<file path="config.mk">
export PLATFORM = sky130hd
export DESIGN_NAME = utc_to_cet_local_time_flat
export DESIGN_NICKNAME = d
export VERILOG_FILES = /design/src/hw/rtl/u2c_pkg.sv /design/src/hw/rtl/u2c_if.sv /design/src/hw/rtl/utc_to_cet_local_time.sv /design/src/flat_wrapper.sv
export VERILOG_INCLUDE_DIRS = /design/src /design/src/hw/rtl
export SDC_FILE = /design/constraint.sdc
export NUM_CORES = 2
export LEC_CHECK = 0
export BUFFER_PORTS_ARGS = -buffer_cell sky130_fd_sc_hd__buf_2
export CORE_MARGIN = 3
export CORE_UTILIZATION = 45
export DETAILED_ROUTE_END_ITERATION = 16
export PLACE_DENSITY = 0.59
export SLEW_MARGIN = 20
export SYNTH_ARGS = -nofsm -noshare
export SYNTH_HDL_FRONTEND = slang
export SYNTH_SLANG_ARGS = --single-unit
</file>
<file path="constraint.sdc">
create_clock -name clk -period 6.27 [get_ports clk]
set_input_delay 1.254 -clock clk [delete_from_list [all_inputs] [get_ports clk]]
set_output_delay 1.254 -clock clk [all_outputs]
set_load 0.05 [all_outputs]
</file>
<file path="src/hw/rtl/utc_to_cet_local_time_macros.svh">
// assertion macros for the utc to cet/cest local time converter
// expects clk and rst_n in the scope of the use; no other dependencies
`ifndef UTC_TO_CET_LOCAL_TIME_MACROS_SVH
`define UTC_TO_CET_LOCAL_TIME_MACROS_SVH

// consequent must hold in the same cycle as the antecedent
`define U2C_ASSERT_NOW(lbl, ante, cons, msg) \
  lbl: assert property (@(posedge clk) disable iff (!rst_n) (ante) |-> (cons)) \
    else $error(msg);

// consequent must hold in the cycle after the antecedent
`define U2C_ASSERT_NEXT(lbl, ante, cons, msg) \
  lbl: assert property (@(posedge clk) disable iff (!rst_n) (ante) |=> (cons)) \
    else $error(msg);

`endif

</file>
<file path="src/hw/rtl/u2c_pkg.sv">
// shared widths, calendar constants and lookup functions for the local time converter
// no dependencies; used by the channel interfaces and the top level
package u2c_pkg;

  // field widths of the channels
  localparam int UTC_W   = 32;
  localparam int YEAR_W  = 12;
  localparam int MONTH_W = 4;
  localparam int DAY_W   = 5;
  localparam int HOUR_W  = 5;
  localparam int MIN_W   = 6;
  localparam int SEC_W   = 6;

  // pipeline depth and internal widths
  localparam int STAGES = 11;
  localparam int DCNT_W = 16;  // day counts
  localparam int SOD_W  = 17;  // seconds of day
  localparam int DOY_W  = 9;   // day of march-based year
  localparam int CYC_W  = 6;   // four-year cycle index
  localparam int ROC_W  = 11;  // day within the four-year cycle
  localparam int REM_W  = 12;  // seconds within an hour
  localparam int WQ_W   = 13;  // week quotient

  // seconds to days: (utc >> 7) * DAY_RECIP >> DAY_SHIFT equals utc / 86400
  localparam logic [25:0]       DAY_RECIP    = 26'd50903317;
  localparam int                DAY_SHIFT    = 35;
  localparam logic [16:0]       SECS_PER_DAY = 17'd86400;

  // day count origin moved to 1968-03-01, with a padding day for the missing 2100-02-29
  localparam logic [DCNT_W-1:0] EPOCH_OFFSET = 16'd671;
  localparam logic [DCNT_W-1:0] NO_LEAP_DAY  = 16'd47541;  // 2100-03-01, days since 1970
  localparam logic [DCNT_W-1:0] NO_LEAP_PAD  = 16'd48213;  // 2100-03-01, padded count

  // four-year cycles
  localparam logic [ROC_W-1:0]  CYC_DAYS   = 11'd1461;
  localparam logic [16:0]       CYC_RECIP  = 17'd91868;
  localparam int                CYC_SHIFT  = 27;
  localparam logic [ROC_W-1:0]  YEAR1_DAYS = 11'd365;
  localparam logic [ROC_W-1:0]  YEAR2_DAYS = 11'd730;
  localparam logic [ROC_W-1:0]  YEAR3_DAYS = 11'd1095;
  localparam logic [1:0]        LEAP_YOE   = 2'd3;

  // seconds to hours and minutes
  localparam logic [13:0]       HOUR_RECIP    = 14'd9321;  // on sod >> 4
  localparam int                HOUR_SHIFT    = 21;
  localparam logic [REM_W-1:0]  SECS_PER_HOUR = 12'd3600;
  localparam logic [10:0]       MIN_RECIP     = 11'd1093;  // on rem >> 2
  localparam int                MIN_SHIFT     = 14;
  localparam logic [SEC_W-1:0]  SECS_PER_MIN  = 6'd60;
  localparam logic [HOUR_W-1:0] HOURS_PER_DAY = 5'd24;

  // weekday of a padded-free day count z: (z + 5) mod 7, 0 is sunday
  localparam logic [16:0]       WEEK_RECIP   = 17'd74899;
  localparam int                WEEK_SHIFT   = 19;
  localparam logic [2:0]        DAYS_PER_WK  = 3'd7;
  localparam logic [DCNT_W-1:0] WEEKDAY_BIAS = 16'd5;
  localparam logic [2:0]        OCT_WD_STEP  = 3'd4;  // 214 days between the two 31sts

  // day offsets within a march-based year
  localparam logic [DOY_W-1:0]  MAR31_DOY = 9'd30;
  localparam logic [DOY_W-1:0]  OCT31_DOY = 9'd244;
  localparam logic [DOY_W-1:0]  JAN1_DOY  = 9'd306;
  localparam logic [3:0]        MP_JAN    = 4'd10;

  // years
  localparam logic [YEAR_W-1:0] YEAR_BASE    = 12'd1968;
  localparam logic [YEAR_W-1:0] VALID_FIRST  = 12'd2000;
  localparam logic [YEAR_W-1:0] VALID_LAST   = 12'd2099;
  localparam logic [YEAR_W-1:0] NO_LEAP_YEAR = 12'd2100;

  // month codes
  localparam logic [MONTH_W-1:0] MON_JAN = 4'd1;
  localparam logic [MONTH_W-1:0] MON_FEB = 4'd2;
  localparam logic [MONTH_W-1:0] MON_MAR = 4'd3;
  localparam logic [MONTH_W-1:0] MON_APR = 4'd4;
  localparam logic [MONTH_W-1:0] MON_JUN = 4'd6;
  localparam logic [MONTH_W-1:0] MON_SEP = 4'd9;
  localparam logic [MONTH_W-1:0] MON_OCT = 4'd10;
  localparam logic [MONTH_W-1:0] MON_NOV = 4'd11;
  localparam logic [MONTH_W-1:0] MON_DEC = 4'd12;

  // first day of each month in a march-based year, march is index 0
  function automatic logic [DOY_W-1:0] month_start(input logic [3:0] mp);
    logic [DOY_W-1:0] res;
    unique case (mp)
      4'd0:    res = 9'd0;
      4'd1:    res = 9'd31;
      4'd2:    res = 9'd61;
      4'd3:    res = 9'd92;
      4'd4:    res = 9'd122;
      4'd5:    res = 9'd153;
      4'd6:    res = 9'd184;
      4'd7:    res = 9'd214;
      4'd8:    res = 9'd245;
      4'd9:    res = 9'd275;
      4'd10:   res = 9'd306;
      4'd11:   res = 9'd337;
      default: res = 9'd0;
    endcase
    return res;
  endfunction

  // days in a calendar month
  function automatic logic [DAY_W-1:0] month_len(input logic [MONTH_W-1:0] month,
                                                 input logic leap);
    logic [DAY_W-1:0] res;
    unique case (month) inside
      MON_FEB:                          res = leap ? 5'd29 : 5'd28;
      MON_APR, MON_JUN, MON_SEP, MON_NOV: res = 5'd30;
      default:                          res = 5'd31;
    endcase
    return res;
  endfunction

endpackage

</file>
<file path="src/hw/rtl/u2c_if.sv">
// valid/ready channel interfaces for the timestamp input and the local time result
// depends on u2c_pkg for the field widths
interface u2c_in_if
  import u2c_pkg::*;
();
  logic             valid;
  logic             ready;
  logic [UTC_W-1:0] utc_seconds;

  modport source (output valid, output utc_seconds, input ready);
  modport sink (input valid, input utc_seconds, output ready);
endinterface

interface u2c_out_if
  import u2c_pkg::*;
();
  logic               valid;
  logic               ready;
  logic [YEAR_W-1:0]  local_year;
  logic [MONTH_W-1:0] local_month;
  logic [DAY_W-1:0]   local_day;
  logic [HOUR_W-1:0]  local_hour;
  logic [MIN_W-1:0]   local_minute;
  logic [SEC_W-1:0]   local_second;
  logic               summer_time;
  logic               date_valid;

  modport source (output valid, output local_year, output local_month, output local_day,
                  output local_hour, output local_minute, output local_second,
                  output summer_time, output date_valid, input ready);
  modport sink (input valid, input local_year, input local_month, input local_day,
                input local_hour, input local_minute, input local_second,
                input summer_time, input date_valid, output ready);
endinterface

</file>
<file path="src/hw/rtl/utc_to_cet_local_time.sv">
// utc timestamp to cet/cest local date and time; uses u2c_pkg, u2c_if and the macros header
// throughput: one beat per cycle while the result channel is ready; each stage stalls only
// when it and all stages after it are full and the result is not taken, so bubbles close
// up and the input takes a beat while a result waits
// reset: synchronous, clears the stage valid bits only; no clearing pass
`include "utc_to_cet_local_time_macros.svh"

module utc_to_cet_local_time
  import u2c_pkg::*;
(
  input  logic        clk,
  input  logic        rst_n,
  u2c_in_if.sink      in_ch,
  u2c_out_if.source   out_ch
);

  // stage valid bits and load enables
  logic [STAGES-1:0] vld_r;
  logic [STAGES-1:0] vld_nxt;
  logic [STAGES:0]   ld_w;
  logic              in_acc;
  logic              out_acc;

  always_comb begin
    ld_w[STAGES] = out_ch.ready;
    for (int k = STAGES - 1; k >= 0; k--) begin
      ld_w[k] = !vld_r[k] || ld_w[k + 1];
    end
  end

  always_comb begin
    vld_nxt[0] = ld_w[0] ? in_ch.valid : vld_r[0];
    for (int k = 1; k < STAGES; k++) begin
      vld_nxt[k] = ld_w[k] ? vld_r[k - 1] : vld_r[k];
    end
  end

  always_ff @(posedge clk) begin
    if (!rst_n) begin
      vld_r <= '0;
    end else begin
      vld_r <= vld_nxt;
    end
  end

  assign in_ch.ready = ld_w[0];
  assign in_acc      = in_ch.valid && ld_w[0];
  assign out_acc     = vld_r[STAGES-1] && out_ch.ready;

  // stage 1: day count by reciprocal multiply
  logic [50:0]        day_prod;
  logic [DCNT_W-1:0]  s1_days_nxt;
  logic [UTC_W-1:0]   s1_utc_r;
  logic [DCNT_W-1:0]  s1_days_r;

  always_comb begin
    day_prod    = 51'(in_ch.utc_seconds[UTC_W-1:7]) * 51'(DAY_RECIP);
    s1_days_nxt = day_prod[50:DAY_SHIFT];
  end

  always_ff @(posedge clk) begin
    if (ld_w[0]) begin
      s1_utc_r  <= in_ch.utc_seconds;
      s1_days_r <= s1_days_nxt;
    end
  end

  // stage 2: seconds of day, padded day count from 1968-03-01
  logic [32:0]        day_secs;
  logic [UTC_W-1:0]   sod_full;
  logic [SOD_W-1:0]   s2_sod_nxt;
  logic [DCNT_W-1:0]  s2_zz_nxt;
  logic [SOD_W-1:0]   s2_sod_r;
  logic [DCNT_W-1:0]  s2_zz_r;

  always_comb begin
    day_secs   = 33'(s1_days_r) * 33'(SECS_PER_DAY);
    sod_full   = s1_utc_r - day_secs[UTC_W-1:0];
    s2_sod_nxt = sod_full[SOD_W-1:0];
    s2_zz_nxt  = s1_days_r + EPOCH_OFFSET
               + DCNT_W'(s1_days_r >= NO_LEAP_DAY);
  end

  always_ff @(posedge clk) begin
    if (ld_w[1]) begin
      s2_sod_r <= s2_sod_nxt;
      s2_zz_r  <= s2_zz_nxt;
    end
  end

  // stage 3: four-year cycle and utc hour by reciprocal multiplies
  logic [32:0]        cyc_prod;
  logic [26:0]        hr_prod;
  logic [CYC_W-1:0]   s3_cyc_nxt;
  logic [HOUR_W-1:0]  s3_hour_nxt;
  logic [CYC_W-1:0]   s3_cyc_r;
  logic [DCNT_W-1:0]  s3_zz_r;
  logic [SOD_W-1:0]   s3_sod_r;
  logic [HOUR_W-1:0]  s3_hour_r;

  always_comb begin
    cyc_prod    = 33'(s2_zz_r) * 33'(CYC_RECIP);
    s3_cyc_nxt  = cyc_prod[CYC_SHIFT+CYC_W-1:CYC_SHIFT];
    hr_prod     = 27'(s2_sod_r[SOD_W-1:4]) * 27'(HOUR_RECIP);
    s3_hour_nxt = hr_prod[HOUR_SHIFT+HOUR_W-1:HOUR_SHIFT];
  end

  always_ff @(posedge clk) begin
    if (ld_w[2]) begin
      s3_cyc_r  <= s3_cyc_nxt;
      s3_zz_r   <= s2_zz_r;
      s3_sod_r  <= s2_sod_r;
      s3_hour_r <= s3_hour_nxt;
    end
  end

  // stage 4: day within cycle, seconds within hour
  logic [16:0]        cyc_days;
  logic [DCNT_W-1:0]  roc_full;
  logic [16:0]        hr_secs;
  logic [SOD_W-1:0]   rem_full;
  logic [ROC_W-1:0]   s4_roc_r;
  logic [REM_W-1:0]   s4_rem_r;
  logic [CYC_W-1:0]   s4_cyc_r;
  logic [DCNT_W-1:0]  s4_zz_r;
  logic [HOUR_W-1:0]  s4_hour_r;

  always_comb begin
    cyc_days = 17'(s3_cyc_r) * 17'(CYC_DAYS);
    roc_full = s3_zz_r - cyc_days[DCNT_W-1:0];
    hr_secs  = 17'(s3_hour_r) * 17'(SECS_PER_HOUR);
    rem_full = s3_sod_r - hr_secs;
  end

  always_ff @(posedge clk) begin
    if (ld_w[3]) begin
      s4_roc_r  <= roc_full[ROC_W-1:0];
      s4_rem_r  <= rem_full[REM_W-1:0];
      s4_cyc_r  <= s3_cyc_r;
      s4_zz_r   <= s3_zz_r;
      s4_hour_r <= s3_hour_r;
    end
  end

  // stage 5: year within cycle, day of march-based year, minute
  logic [1:0]         yoe_w;
  logic [ROC_W-1:0]   yoe_days;
  logic [ROC_W-1:0]   doy_full;
  logic [20:0]        min_prod;
  logic [1:0]         s5_yoe_r;
  logic [DOY_W-1:0]   s5_doy_r;
  logic [MIN_W-1:0]   s5_min_r;
  logic [REM_W-1:0]   s5_rem_r;
  logic [CYC_W-1:0]   s5_cyc_r;
  logic [DCNT_W-1:0]  s5_zz_r;
  logic [HOUR_W-1:0]  s5_hour_r;

  always_comb begin
    if (s4_roc_r >= YEAR3_DAYS) begin
      yoe_w    = 2'd3;
      yoe_days = YEAR3_DAYS;
    end else if (s4_roc_r >= YEAR2_DAYS) begin
      yoe_w    = 2'd2;
      yoe_days = YEAR2_DAYS;
    end else if (s4_roc_r >= YEAR1_DAYS) begin
      yoe_w    = 2'd1;
      yoe_days = YEAR1_DAYS;
    end else begin
      yoe_w    = 2'd0;
      yoe_days = '0;
    end
    doy_full = s4_roc_r - yoe_days;
    min_prod = 21'(s4_rem_r[REM_W-1:2]) * 21'(MIN_RECIP);
  end

  always_ff @(posedge clk) begin
    if (ld_w[4]) begin
      s5_yoe_r  <= yoe_w;
      s5_doy_r  <= doy_full[DOY_W-1:0];
      s5_min_r  <= min_prod[MIN_SHIFT+MIN_W-1:MIN_SHIFT];
      s5_rem_r  <= s4_rem_r;
      s5_cyc_r  <= s4_cyc_r;
      s5_zz_r   <= s4_zz_r;
      s5_hour_r <= s4_hour_r;
    end
  end

  // stage 6: month index and day of month, march 1st of the calendar year, second
  logic [3:0]         mp_w;
  logic [DOY_W-1:0]   dom_full;
  logic               jf_w;
  logic [DOY_W-1:0]   ylen_w;
  logic [DCNT_W-1:0]  m1_w;
  logic [11:0]        min_secs;
  logic [REM_W-1:0]   sec_full;
  logic [3:0]         s6_mp_r;
  logic [DAY_W-1:0]   s6_day_r;
  logic               s6_jf_r;
  logic [DCNT_W-1:0]  s6_m1_r;
  logic [SEC_W-1:0]   s6_sec_r;
  logic [MIN_W-1:0]   s6_min_r;
  logic [CYC_W-1:0]   s6_cyc_r;
  logic [1:0]         s6_yoe_r;
  logic [DCNT_W-1:0]  s6_zz_r;
  logic [HOUR_W-1:0]  s6_hour_r;

  always_comb begin
    mp_w = '0;
    for (int k = 1; k < 12; k++) begin
      mp_w = mp_w + 4'(s5_doy_r >= month_start(4'(k)));
    end
    dom_full = s5_doy_r - month_start(mp_w) + 9'd1;
    jf_w     = s5_doy_r >= JAN1_DOY;
    ylen_w   = (s5_yoe_r == LEAP_YOE) ? 9'd366 : 9'd365;
    // following march when the date falls in january or february
    m1_w     = s5_zz_r - DCNT_W'(s5_doy_r) + (jf_w ? DCNT_W'(ylen_w) : '0);
    min_secs = 12'(s5_min_r) * 12'(SECS_PER_MIN);
    sec_full = s5_rem_r - min_secs;
  end

  always_ff @(posedge clk) begin
    if (ld_w[5]) begin
      s6_mp_r   <= mp_w;
      s6_day_r  <= dom_full[DAY_W-1:0];
      s6_jf_r   <= jf_w;
      s6_m1_r   <= m1_w;
      s6_sec_r  <= sec_full[SEC_W-1:0];
      s6_min_r  <= s5_min_r;
      s6_cyc_r  <= s5_cyc_r;
      s6_yoe_r  <= s5_yoe_r;
      s6_zz_r   <= s5_zz_r;
      s6_hour_r <= s5_hour_r;
    end
  end

  // stage 7: calendar month and year, march and october 31st in true day counts
  logic [MONTH_W-1:0] month_w;
  logic [YEAR_W-1:0]  year_w;
  logic [DCNT_W-1:0]  pad_adj;
  logic [DCNT_W-1:0]  s7_m31_nxt;
  logic [DCNT_W-1:0]  s7_o31_nxt;
  logic [DCNT_W-1:0]  s7_zr_nxt;
  logic [YEAR_W-1:0]  s7_year_r;
  logic [MONTH_W-1:0] s7_month_r;
  logic [DAY_W-1:0]   s7_day_r;
  logic [DCNT_W-1:0]  s7_m31_r;
  logic [DCNT_W-1:0]  s7_o31_r;
  logic [DCNT_W-1:0]  s7_zr_r;
  logic [HOUR_W-1:0]  s7_hour_r;
  logic [MIN_W-1:0]   s7_min_r;
  logic [SEC_W-1:0]   s7_sec_r;

  always_comb begin
    month_w    = (s6_mp_r < MP_JAN) ? (s6_mp_r + MON_MAR) : (s6_mp_r - (MP_JAN - MON_JAN));
    year_w     = YEAR_BASE + YEAR_W'({s6_cyc_r, 2'b00}) + YEAR_W'(s6_yoe_r)
               + YEAR_W'(s6_jf_r);
    pad_adj    = DCNT_W'(s6_m1_r >= NO_LEAP_PAD);
    s7_m31_nxt = s6_m1_r + DCNT_W'(MAR31_DOY) - pad_adj;
    s7_o31_nxt = s6_m1_r + DCNT_W'(OCT31_DOY) - pad_adj;
    s7_zr_nxt  = s6_zz_r - DCNT_W'(s6_zz_r >= NO_LEAP_PAD);
  end

  always_ff @(posedge clk) begin
    if (ld_w[6]) begin
      s7_year_r  <= year_w;
      s7_month_r <= month_w;
      s7_day_r   <= s6_day_r;
      s7_m31_r   <= s7_m31_nxt;
      s7_o31_r   <= s7_o31_nxt;
      s7_zr_r    <= s7_zr_nxt;
      s7_hour_r  <= s6_hour_r;
      s7_min_r   <= s6_min_r;
      s7_sec_r   <= s6_sec_r;
    end
  end

  // stage 8: weekday quotient of march 31st
  logic [DCNT_W-1:0]  warg_w;
  logic [32:0]        wk_prod;
  logic [DCNT_W-1:0]  s8_warg_r;
  logic [WQ_W-1:0]    s8_wq_r;
  logic [DCNT_W-1:0]  s8_m31_r;
  logic [DCNT_W-1:0]  s8_o31_r;
  logic [DCNT_W-1:0]  s8_zr_r;
  logic [YEAR_W-1:0]  s8_year_r;
  logic [MONTH_W-1:0] s8_month_r;
  logic [DAY_W-1:0]   s8_day_r;
  logic [HOUR_W-1:0]  s8_hour_r;
  logic [MIN_W-1:0]   s8_min_r;
  logic [SEC_W-1:0]   s8_sec_r;

  always_comb begin
    warg_w  = s7_m31_r + WEEKDAY_BIAS;
    wk_prod = 33'(warg_w) * 33'(WEEK_RECIP);
  end

  always_ff @(posedge clk) begin
    if (ld_w[7]) begin
      s8_warg_r  <= warg_w;
      s8_wq_r    <= wk_prod[WEEK_SHIFT+WQ_W-1:WEEK_SHIFT];
      s8_m31_r   <= s7_m31_r;
      s8_o31_r   <= s7_o31_r;
      s8_zr_r    <= s7_zr_r;
      s8_year_r  <= s7_year_r;
      s8_month_r <= s7_month_r;
      s8_day_r   <= s7_day_r;
      s8_hour_r  <= s7_hour_r;
      s8_min_r   <= s7_min_r;
      s8_sec_r   <= s7_sec_r;
    end
  end

  // stage 9: last sundays of march and october
  logic [DCNT_W-1:0]  wq7;
  logic [DCNT_W-1:0]  wrem;
  logic [2:0]         wd_mar;
  logic [2:0]         wd_oct;
  logic [DCNT_W-1:0]  s9_start_r;
  logic [DCNT_W-1:0]  s9_end_r;
  logic [DCNT_W-1:0]  s9_zr_r;
  logic [YEAR_W-1:0]  s9_year_r;
  logic [MONTH_W-1:0] s9_month_r;
  logic [DAY_W-1:0]   s9_day_r;
  logic [HOUR_W-1:0]  s9_hour_r;
  logic [MIN_W-1:0]   s9_min_r;
  logic [SEC_W-1:0]   s9_sec_r;

  always_comb begin
    wq7    = DCNT_W'(s8_wq_r) * DCNT_W'(DAYS_PER_WK);
    wrem   = s8_warg_r - wq7;
    wd_mar = wrem[2:0];
    wd_oct = (wd_mar >= (DAYS_PER_WK - OCT_WD_STEP)) ? (wd_mar - (DAYS_PER_WK - OCT_WD_STEP))
                                                      : (wd_mar + OCT_WD_STEP);
  end

  always_ff @(posedge clk) begin
    if (ld_w[8]) begin
      s9_start_r <= s8_m31_r - DCNT_W'(wd_mar);
      s9_end_r   <= s8_o31_r - DCNT_W'(wd_oct);
      s9_zr_r    <= s8_zr_r;
      s9_year_r  <= s8_year_r;
      s9_month_r <= s8_month_r;
      s9_day_r   <= s8_day_r;
      s9_hour_r  <= s8_hour_r;
      s9_min_r   <= s8_min_r;
      s9_sec_r   <= s8_sec_r;
    end
  end

  // stage 10: summer decision, local hour with day carry, month and year end flags
  logic               after_start;
  logic               before_end;
  logic               summer_w;
  logic [HOUR_W-1:0]  lh_raw;
  logic               carry_w;
  logic [HOUR_W-1:0]  lhour_w;
  logic               leap_w;
  logic               eom_w;
  logic [YEAR_W-1:0]  year_inc;
  logic [YEAR_W-1:0]  s10_year_r;
  logic [MONTH_W-1:0] s10_month_r;
  logic [DAY_W-1:0]   s10_day_r;
  logic [HOUR_W-1:0]  s10_hour_r;
  logic [MIN_W-1:0]   s10_min_r;
  logic [SEC_W-1:0]   s10_sec_r;
  logic               s10_summer_r;
  logic               s10_carry_r;
  logic               s10_eom_r;
  logic               s10_eoy_r;
  logic               s10_vs_r;
  logic               s10_vn_r;

  always_comb begin
    // switch instants fall at 01:00 utc on the sunday
    after_start = (s9_zr_r > s9_start_r) || ((s9_zr_r == s9_start_r) && (s9_hour_r != '0));
    before_end  = (s9_zr_r < s9_end_r) || ((s9_zr_r == s9_end_r) && (s9_hour_r == '0));
    summer_w    = after_start && before_end;
    lh_raw      = s9_hour_r + 5'd1 + HOUR_W'(summer_w);
    carry_w     = lh_raw >= HOURS_PER_DAY;
    lhour_w     = carry_w ? (lh_raw - HOURS_PER_DAY) : lh_raw;
    leap_w      = (s9_year_r[1:0] == 2'b00) && (s9_year_r != NO_LEAP_YEAR);
    eom_w       = s9_day_r == month_len(s9_month_r, leap_w);
    year_inc    = s9_year_r + 12'd1;
  end

  always_ff @(posedge clk) begin
    if (ld_w[9]) begin
      s10_year_r   <= s9_year_r;
      s10_month_r  <= s9_month_r;
      s10_day_r    <= s9_day_r;
      s10_hour_r   <= lhour_w;
      s10_min_r    <= s9_min_r;
      s10_sec_r    <= s9_sec_r;
      s10_summer_r <= summer_w;
      s10_carry_r  <= carry_w;
      s10_eom_r    <= eom_w;
      s10_eoy_r    <= eom_w && (s9_month_r == MON_DEC);
      s10_vs_r     <= (s9_year_r >= VALID_FIRST) && (s9_year_r <= VALID_LAST);
      s10_vn_r     <= (year_inc >= VALID_FIRST) && (year_inc <= VALID_LAST);
    end
  end

  // stage 11: roll the date over on a day carry, output register
  logic [YEAR_W-1:0]  year_out;
  logic [MONTH_W-1:0] month_out;
  logic [DAY_W-1:0]   day_out;
  logic               valid_out;
  logic [YEAR_W-1:0]  s11_year_r;
  logic [MONTH_W-1:0] s11_month_r;
  logic [DAY_W-1:0]   s11_day_r;
  logic [HOUR_W-1:0]  s11_hour_r;
  logic [MIN_W-1:0]   s11_min_r;
  logic [SEC_W-1:0]   s11_sec_r;
  logic               s11_summer_r;
  logic               s11_dvalid_r;

  always_comb begin
    year_out  = s10_year_r;
    month_out = s10_month_r;
    day_out   = s10_day_r;
    valid_out = s10_vs_r;
    if (s10_carry_r) begin
      if (s10_eom_r) begin
        day_out = 5'd1;
        if (s10_eoy_r) begin
          month_out = MON_JAN;
          year_out  = s10_year_r + 12'd1;
          valid_out = s10_vn_r;
        end else begin
          month_out = s10_month_r + 4'd1;
        end
      end else begin
        day_out = s10_day_r + 5'd1;
      end
    end
  end

  always_ff @(posedge clk) begin
    if (ld_w[10]) begin
      s11_year_r   <= year_out;
      s11_month_r  <= month_out;
      s11_day_r    <= day_out;
      s11_hour_r   <= s10_hour_r;
      s11_min_r    <= s10_min_r;
      s11_sec_r    <= s10_sec_r;
      s11_summer_r <= s10_summer_r;
      s11_dvalid_r <= valid_out;
    end
  end

  // result channel
  assign out_ch.valid        = vld_r[STAGES-1];
  assign out_ch.local_year   = s11_year_r;
  assign out_ch.local_month  = s11_month_r;
  assign out_ch.local_day    = s11_day_r;
  assign out_ch.local_hour   = s11_hour_r;
  assign out_ch.local_minute = s11_min_r;
  assign out_ch.local_second = s11_sec_r;
  assign out_ch.summer_time  = s11_summer_r;
  assign out_ch.date_valid   = s11_dvalid_r;

  // checks on the pipeline bookkeeping and the result ranges
  `U2C_ASSERT_NEXT(a_occupancy, 1'b1, $countones(vld_r) == $past($countones(vld_r)) + $past(in_acc) - $past(out_acc), "stage valid count lost or gained a beat")
  `U2C_ASSERT_NOW(a_full_when_blocked, !in_ch.ready, &vld_r, "input blocked with a bubble in the pipeline")
  `U2C_ASSERT_NOW(a_time_range, out_ch.valid, (out_ch.local_hour < HOURS_PER_DAY) && (out_ch.local_minute < SECS_PER_MIN) && (out_ch.local_second < SECS_PER_MIN), "local time of day out of range")
  `U2C_ASSERT_NOW(a_summer_months, out_ch.valid && out_ch.summer_time, (out_ch.local_month >= MON_MAR) && (out_ch.local_month <= MON_OCT), "summer time outside march to october")

endmodule

</file>
<file path="src/flat_wrapper.sv">
// flat-port wrapper written by rule: the top's interface ports become plain ports
module utc_to_cet_local_time_flat import u2c_pkg::*;
  (clk, rst_n, in_ch_valid, in_ch_utc_seconds, in_ch_ready, out_ch_valid, out_ch_local_year, out_ch_local_month, out_ch_local_day, out_ch_local_hour, out_ch_local_minute, out_ch_local_second, out_ch_summer_time, out_ch_date_valid, out_ch_ready);
  u2c_in_if in_ch_i ();
  u2c_out_if out_ch_i ();
  input  logic clk;
  input  logic rst_n;
  input wire logic [$bits(in_ch_i.valid)-1:0] in_ch_valid;
  input wire logic [$bits(in_ch_i.utc_seconds)-1:0] in_ch_utc_seconds;
  output wire logic [$bits(in_ch_i.ready)-1:0] in_ch_ready;
  output wire logic [$bits(out_ch_i.valid)-1:0] out_ch_valid;
  output wire logic [$bits(out_ch_i.local_year)-1:0] out_ch_local_year;
  output wire logic [$bits(out_ch_i.local_month)-1:0] out_ch_local_month;
  output wire logic [$bits(out_ch_i.local_day)-1:0] out_ch_local_day;
  output wire logic [$bits(out_ch_i.local_hour)-1:0] out_ch_local_hour;
  output wire logic [$bits(out_ch_i.local_minute)-1:0] out_ch_local_minute;
  output wire logic [$bits(out_ch_i.local_second)-1:0] out_ch_local_second;
  output wire logic [$bits(out_ch_i.summer_time)-1:0] out_ch_summer_time;
  output wire logic [$bits(out_ch_i.date_valid)-1:0] out_ch_date_valid;
  input wire logic [$bits(out_ch_i.ready)-1:0] out_ch_ready;
  assign in_ch_i.valid = in_ch_valid;
  assign in_ch_i.utc_seconds = in_ch_utc_seconds;
  assign in_ch_ready = in_ch_i.ready;
  assign out_ch_valid = out_ch_i.valid;
  assign out_ch_local_year = out_ch_i.local_year;
  assign out_ch_local_month = out_ch_i.local_month;
  assign out_ch_local_day = out_ch_i.local_day;
  assign out_ch_local_hour = out_ch_i.local_hour;
  assign out_ch_local_minute = out_ch_i.local_minute;
  assign out_ch_local_second = out_ch_i.local_second;
  assign out_ch_summer_time = out_ch_i.summer_time;
  assign out_ch_date_valid = out_ch_i.date_valid;
  assign out_ch_i.ready = out_ch_ready;
  utc_to_cet_local_time u_core (.clk(clk), .rst_n(rst_n), .in_ch(in_ch_i), .out_ch(out_ch_i));
endmodule
</file>
Word-level counts from Yosys, hierarchy flattened
Memories as Yosys holds them, arrays and structs flattened. Cells that the tools add are included.

Register bits after elaboration: 641. Bits in read-only memories: 144. Input port bits: 36. Output and inout port bits: 42. Memories: 1.

Add/sub/neg operators: 44. Multipliers: 10. Order comparisons: 26. Eq/ne operators: 11. Muxes and demuxes: 23. Reductions and logical operators: 36.

Memory list: (name not given) (words 16, width 9, read ports 1, clocked after memory_dff 0, wr ports 0, line u2c_pkg.sv:85) `unique case (mp)`.

Operators by type and width (number): $mul A25 B26 Y51 const B (1); $ge A16 B16 Y1 const B (3); $sub A16 B1 Y16 (3); $add A4 B1 Y4 (9); $ge A9 B8 Y1 const B (4); $mux W12 (3); $mux W9 (4); $eq A16 B16 Y1 (2); $mul A16 B17 Y32 const B (1); $sub A16 B3 Y16 (2); $mul A16 B15 Y31 const B (1); $ge A9 B9 Y1 const B (3); $mul A13 B14 Y26 const B (1); $add A12 B1 Y12 const B (2); $ge A12 B11 Y1 const B (2); $le A12 B12 Y1 const B (2); $mul A10 B11 Y20 const B (1); $ge A9 B7 Y1 const B (2); $sub A17 B17 Y17 (1); $add A16 B1 Y16 (1); $add A16 B10 Y16 const B (1); $add A16 B16 Y16 (1); $add A16 B3 Y16 const B (1); $add A16 B5 Y16 const B (1); 55 further kinds (98).

Depth between registers and ports, before layout
An unclocked memory read counts as a cell.

Depth after elaboration: 14. Depth in mapped cells: 25. Gate-level depth less buffers: 25.

Worst setup path before layout
OpenSTA, ideal clock, no wires.

Path kind: input port to flip-flop. Start: input in_ch_utc_seconds[29]. End: register u_core.s1_days_r[15], data pin. Library setup time: 262 ps. Data arrival time: 6426 ps. Path slack: -418 ps. Stages on the path: 21. Buffers on the path: 0. Cells stage by stage: fa_1 -> inv_1 -> fa_1 -> inv_1 -> fa_1 -> inv_1 -> fa_1 -> inv_1 -> fa_1 -> fa_1 -> ha_1 -> ha_1 -> nand2_1 -> nor3_1 -> nand3_1 -> nor4_1 -> a211oi_1 -> a31oi_1 -> nand2_1 -> o221ai_1 -> xnor2_1.

Cells in the longest elaborated chain, start to end: 1.

Ends and longest elaborated chain: start: declaration (line flat_wrapper.sv:9) `input wire logic [$bits(in_ch_i.utc_seconds)-1:0] in_ch_utc_seconds;`; $mul A25 B26 Y51 (line utc_to_cet_local_time.sv:57) `day_prod = 51'(in_ch.utc_seconds[UTC_W-1:7]) * 51'(DAY_RECIP);`; via u_core.day_prod[50] (line utc_to_cet_local_time.sv:51) `logic [50:0] day_prod;`; end signal: assignment (line utc_to_cet_local_time.sv:64) `s1_days_r <= s1_days_nxt;`; end: declaration (line utc_to_cet_local_time.sv:54) `logic [DCNT_W-1:0] s1_days_r;`.

The timed path passes the listed nets, and every way through them passes these cells. A chain may end at the register's enable or synchronous reset.

Worst setup path after layout
Start: input in_ch_utc_seconds[31]. End: register u_core.s1_days_r[14], data pin.

Same word-level chain as after synthesis.

==> summary.md <==
| Metric | Value |
|---|---|
| Slowest CP cell | fa_2 |
| Syn nets | slightly above 5,000 |
| Yosys top cell by area | edfxtp_1 |
| Routed via count | 26,790 |
| Top_reg_cell synth | edfxtp_1 |
| CTS buffer count | slightly below 70 |
| Initial Util | 0.4554 |
| Met1 Use GR | 0.2290 |
| HPWL after DPL | about 74,000 um |
| Yosys top cell area share | 0.3915 |
| Post-synthesis cell type count | 59 |
| Via/cell ratio | 4.777 |
| GR Util met2 | 0.2949 |
| WS Path Type | in2reg |
| CP arrival | ~6.6 ns |
| Crit-path cells | buf_2 -> fa_1 -> inv_1 -> fa_1 -> inv_2 -> fa_1 -> inv_2 -> fa_2 -> inv_2 -> fa_2 -> fa_1 -> ha_4 -> ha_4 -> nand2_4 -> nor3_4 -> nand3_2 -> nor4_4 -> a211oi_4 -> buf_4 -> a31oi_4 -> nand2_2 -> o21ai_1 -> xnor2_1 |
| Core Area | roughly 100,000 um2 |
| Hold_sp | u_core.s3_zz_r[11] |
| Hold WS | 0.4104 ns |
| Clock Skew | just over 0.02 ns |
| Slowest stage delay, CP | between 0.5 and 0.6 ns |
| H-tree Lvls | 3 |
| Worst Slack Setup Final | 0.02350 ns |
| Max Cap Violations | 0 |
| Max Root-Sink Buffers | 3 |
| R2R cell count | 23 |
| Clk root buf | clkbuf_16 |
| Post-synth EDFFs | around 620 |
| Type of the worst min-delay path | reg2reg |
| Antenna Cells | 0 |
| Hold path endpoint | u_core.s4_zz_r[11] |
| Largest net degree at the start of global routing | between 70 and 80 |
| Count of input and output buffers | 77 |
| Vias in the first global route | approximately 28,000 |
| Later-pin clock latency in the skew report | slightly above 0.6 ns |
| Synthesized instance count | between 3,000 and 4,000 |
| RR Endpoint | u_core.s8_wq_r[2] |
| Global-route wire length before repair | 147,200 um |
| Die X | roughly 330 um |
| Mapped Area | around 47,000 um2 |
| Worst setup EP type | flop |
| Area growth syn-to-layout | 13.35% |
| DR pass1 iterations | 5 |
| Most common cell on crit path | fa_1 |
| Worst reg-to-reg setup slack | between 0.4 and 0.5 ns |
| Avg Inst Size Synth | 12.35 um2 |
| Hold Path Depth | 0 |
| GR Util All Layers | 0.1697 |
| CTS tree | done |
| Reg2Reg Launch Point | u_core.s7_o31_r[0] |
| Sink Count | between 600 and 700 |
| Peak Freq | between 150 and 200 MHz |
| Most frequent cell after synthesis | inv_1 |
| # rows | 118 |
| Die ar. | around 110,000 um2 |
| Slew @ Worst Pin | approximately 1 ns |
| GR peak layer | met2 |
| Status | completed |
| Layout cells sized above 1 | 0.1119 |
| Asr flop ratio synth | 0 |
| Detailed Route Iter0 Violations | approximately 960 |
| Total overflow reported by the global router | 0 |
| Nature of the critical path startpoint | primary input |
| Max-slew violations | 0 |
| Worst rel slew slack | 0.3209 |
| Sequential fraction of the synthesis area | 0.3962 |
| GR Layer Usage met3 | 0.01867 |
| Fin crit share | 0.9963 |
| GPL Wtd Cong | between 0.8 and 0.9 |
| Hold Vio Cnt, Final | 0 |
| Critical Path RT | 6.61 ns |
| # nets final | between 5,000 and 6,000 |
| Worst Path Max Fanout | 6 |
| Unrepaired setup endpoints after global routing | true |
| Setup WS pre-CTS | -0.7629 ns |
| Main area contributors after synthesis | edfxtp_1, ha_1, fa_1 |
| # IOs | a little under 80 |
| Post-route ant nets | 0 |
| Clock-pin slew on the worst setup and hold paths | 0.06 ns |
| Final setup vio count | 0 |
| Routed Wire Length | between 80,000 and 90,000 um |
| Synthesized flop and latch total | 629 |
| Synth top cells by count | inv_1, ha_1, edfxtp_1 |
| Post-route DRC violation count | 0 |
| Routed wire per std cell | about 16 um |
| Fill cell count | about 9,000 |
| Syn. warnings | 0 |
| Chip height | 330.5 um |
| Initial antenna violation count | 1 |
| Fin crit period | ~6.2 ns |
repair_timing:
action | CTS | global route
pin swaps | 3 | 26
hold buffers | 0 | 0
setup endpoints to repair | 4 | 15
gates resized for setup | 3 | 64
setup buffers | 1 | 9
critical path: cells and delay by family:
kind            cells  cell delay, ns
fa+ha+maj           8            3.47
compound gates      3            0.47
xor+xnor            1            0.09
simple gates        5            0.80
buf+inv             6            0.49
routing by layer:
metal  routed length, um  share of wire  vias up
met4                1569          0.018        0
li1                    -              -    13540
met1               41290           0.47    12840
met5                   0              0        -
met3                2484          0.028      108
met2               43220           0.49      309
cell usage in the layout, fill, tap and decap left out, types with 27 or more instances in the layout:
cell         n
xnor2_1    159
inv_1      887
buf_2       69
ha_1       796
clkbuf_16   69
edfxtp_1   618
nand2_1    101
a21o_1      54
a21oi_1    118
xor2_1      91
nor3_1      28
o21ai_0     66
nand4_1     27
nand3_1     43
buf_4      195
nor2_1      86
fa_1       389
logic make-up (layout without fill, tap and decap cells):
group                    Yosys count  after routing  share of synthesized area
AND/OR/NAND/NOR                  428            428                    0.04514
buffers and inverters            912           1301                    0.07223
multiplexers                       5              5                   0.001135
AO/OA/AOI/OAI                    389            389                    0.05245
flip-flops                       629            629                     0.3962
adder cells (fa/ha/maj)         1224           1224                     0.3865
XOR/XNOR                         251            251                    0.04638
stage by stage:
stage	instance area, um2	utilization	instances	TNS, ns
2_1_floorplan	47650	-	3838	-0.2374
6_report	53720	0.5161	5607	0
3_5_place_dp	51160	0.4915	5476	-8.872
5_1_grt	53720	0.5161	5607	-0.6016
3_3_place_gp	51160	0.4915	5476	-7.293
4_1_cts	53360	0.5126	5598	0
sequential cells by signal, summed over array words and instances, names as in the netlist, 15 cells and up:
register and cells:
u_core.s9_zr_r 16, u_core.s2_sod_r 17, u_core.s8_zr_r 16, u_core.s5_zz_r 16
u_core.s2_zz_r 16, u_core.s9_start_r 16, u_core.s7_o31_r 16, u_core.s6_m1_r 16
u_core.s4_zz_r 16, u_core.s8_o31_r 16, u_core.s9_end_r 16, u_core.s1_utc_r 17
u_core.s7_m31_r 15, u_core.s7_zr_r 16, u_core.s3_zz_r 16, u_core.s6_zz_r 16
u_core.s8_m31_r 15, u_core.s1_days_r 16
how the worst max path moves through the flow:
stage / cells past startpoint / endpoint / slack, ns / from
after floorplan: 21 / u_core.s1_days_r[15] / -0.10 / in_ch_utc_seconds[29]
after global placement: 22 / u_core.s1_days_r[15] / -0.61 / in_ch_utc_seconds[30]
after detailed placement: 22 / u_core.s1_days_r[15] / -0.76 / in_ch_utc_seconds[30]
after CTS: 20 / u_core.s1_days_r[9] / 0.0006 / in_ch_utc_seconds[11]
after global routing: 21 / u_core.s1_days_r[15] / -0.13 / in_ch_utc_seconds[18]
final: 23 / u_core.s1_days_r[14] / 0.02 / in_ch_utc_seconds[31]
layout make-up:
| cell class | count | area [um2] | share of cell area |
|---|---|---|---|
| clock inverter | 31 | 351.6 | 0.006544 |
| timing repair buffer | 273 | 1907 | 0.03549 |
| sequential | 629 | 18780 | 0.3495 |
| tap | 1380 | 1727 | 0.03214 |
| inverter | 907 | 3407 | 0.06342 |
| clock buffer | 90 | 1826 | 0.03398 |
| multi-input combinational | 2297 | 25730 | 0.4789 |
Power is not shown: default switching activity piles up to over one toggle a cycle in this logic, so the estimate is an artifact.
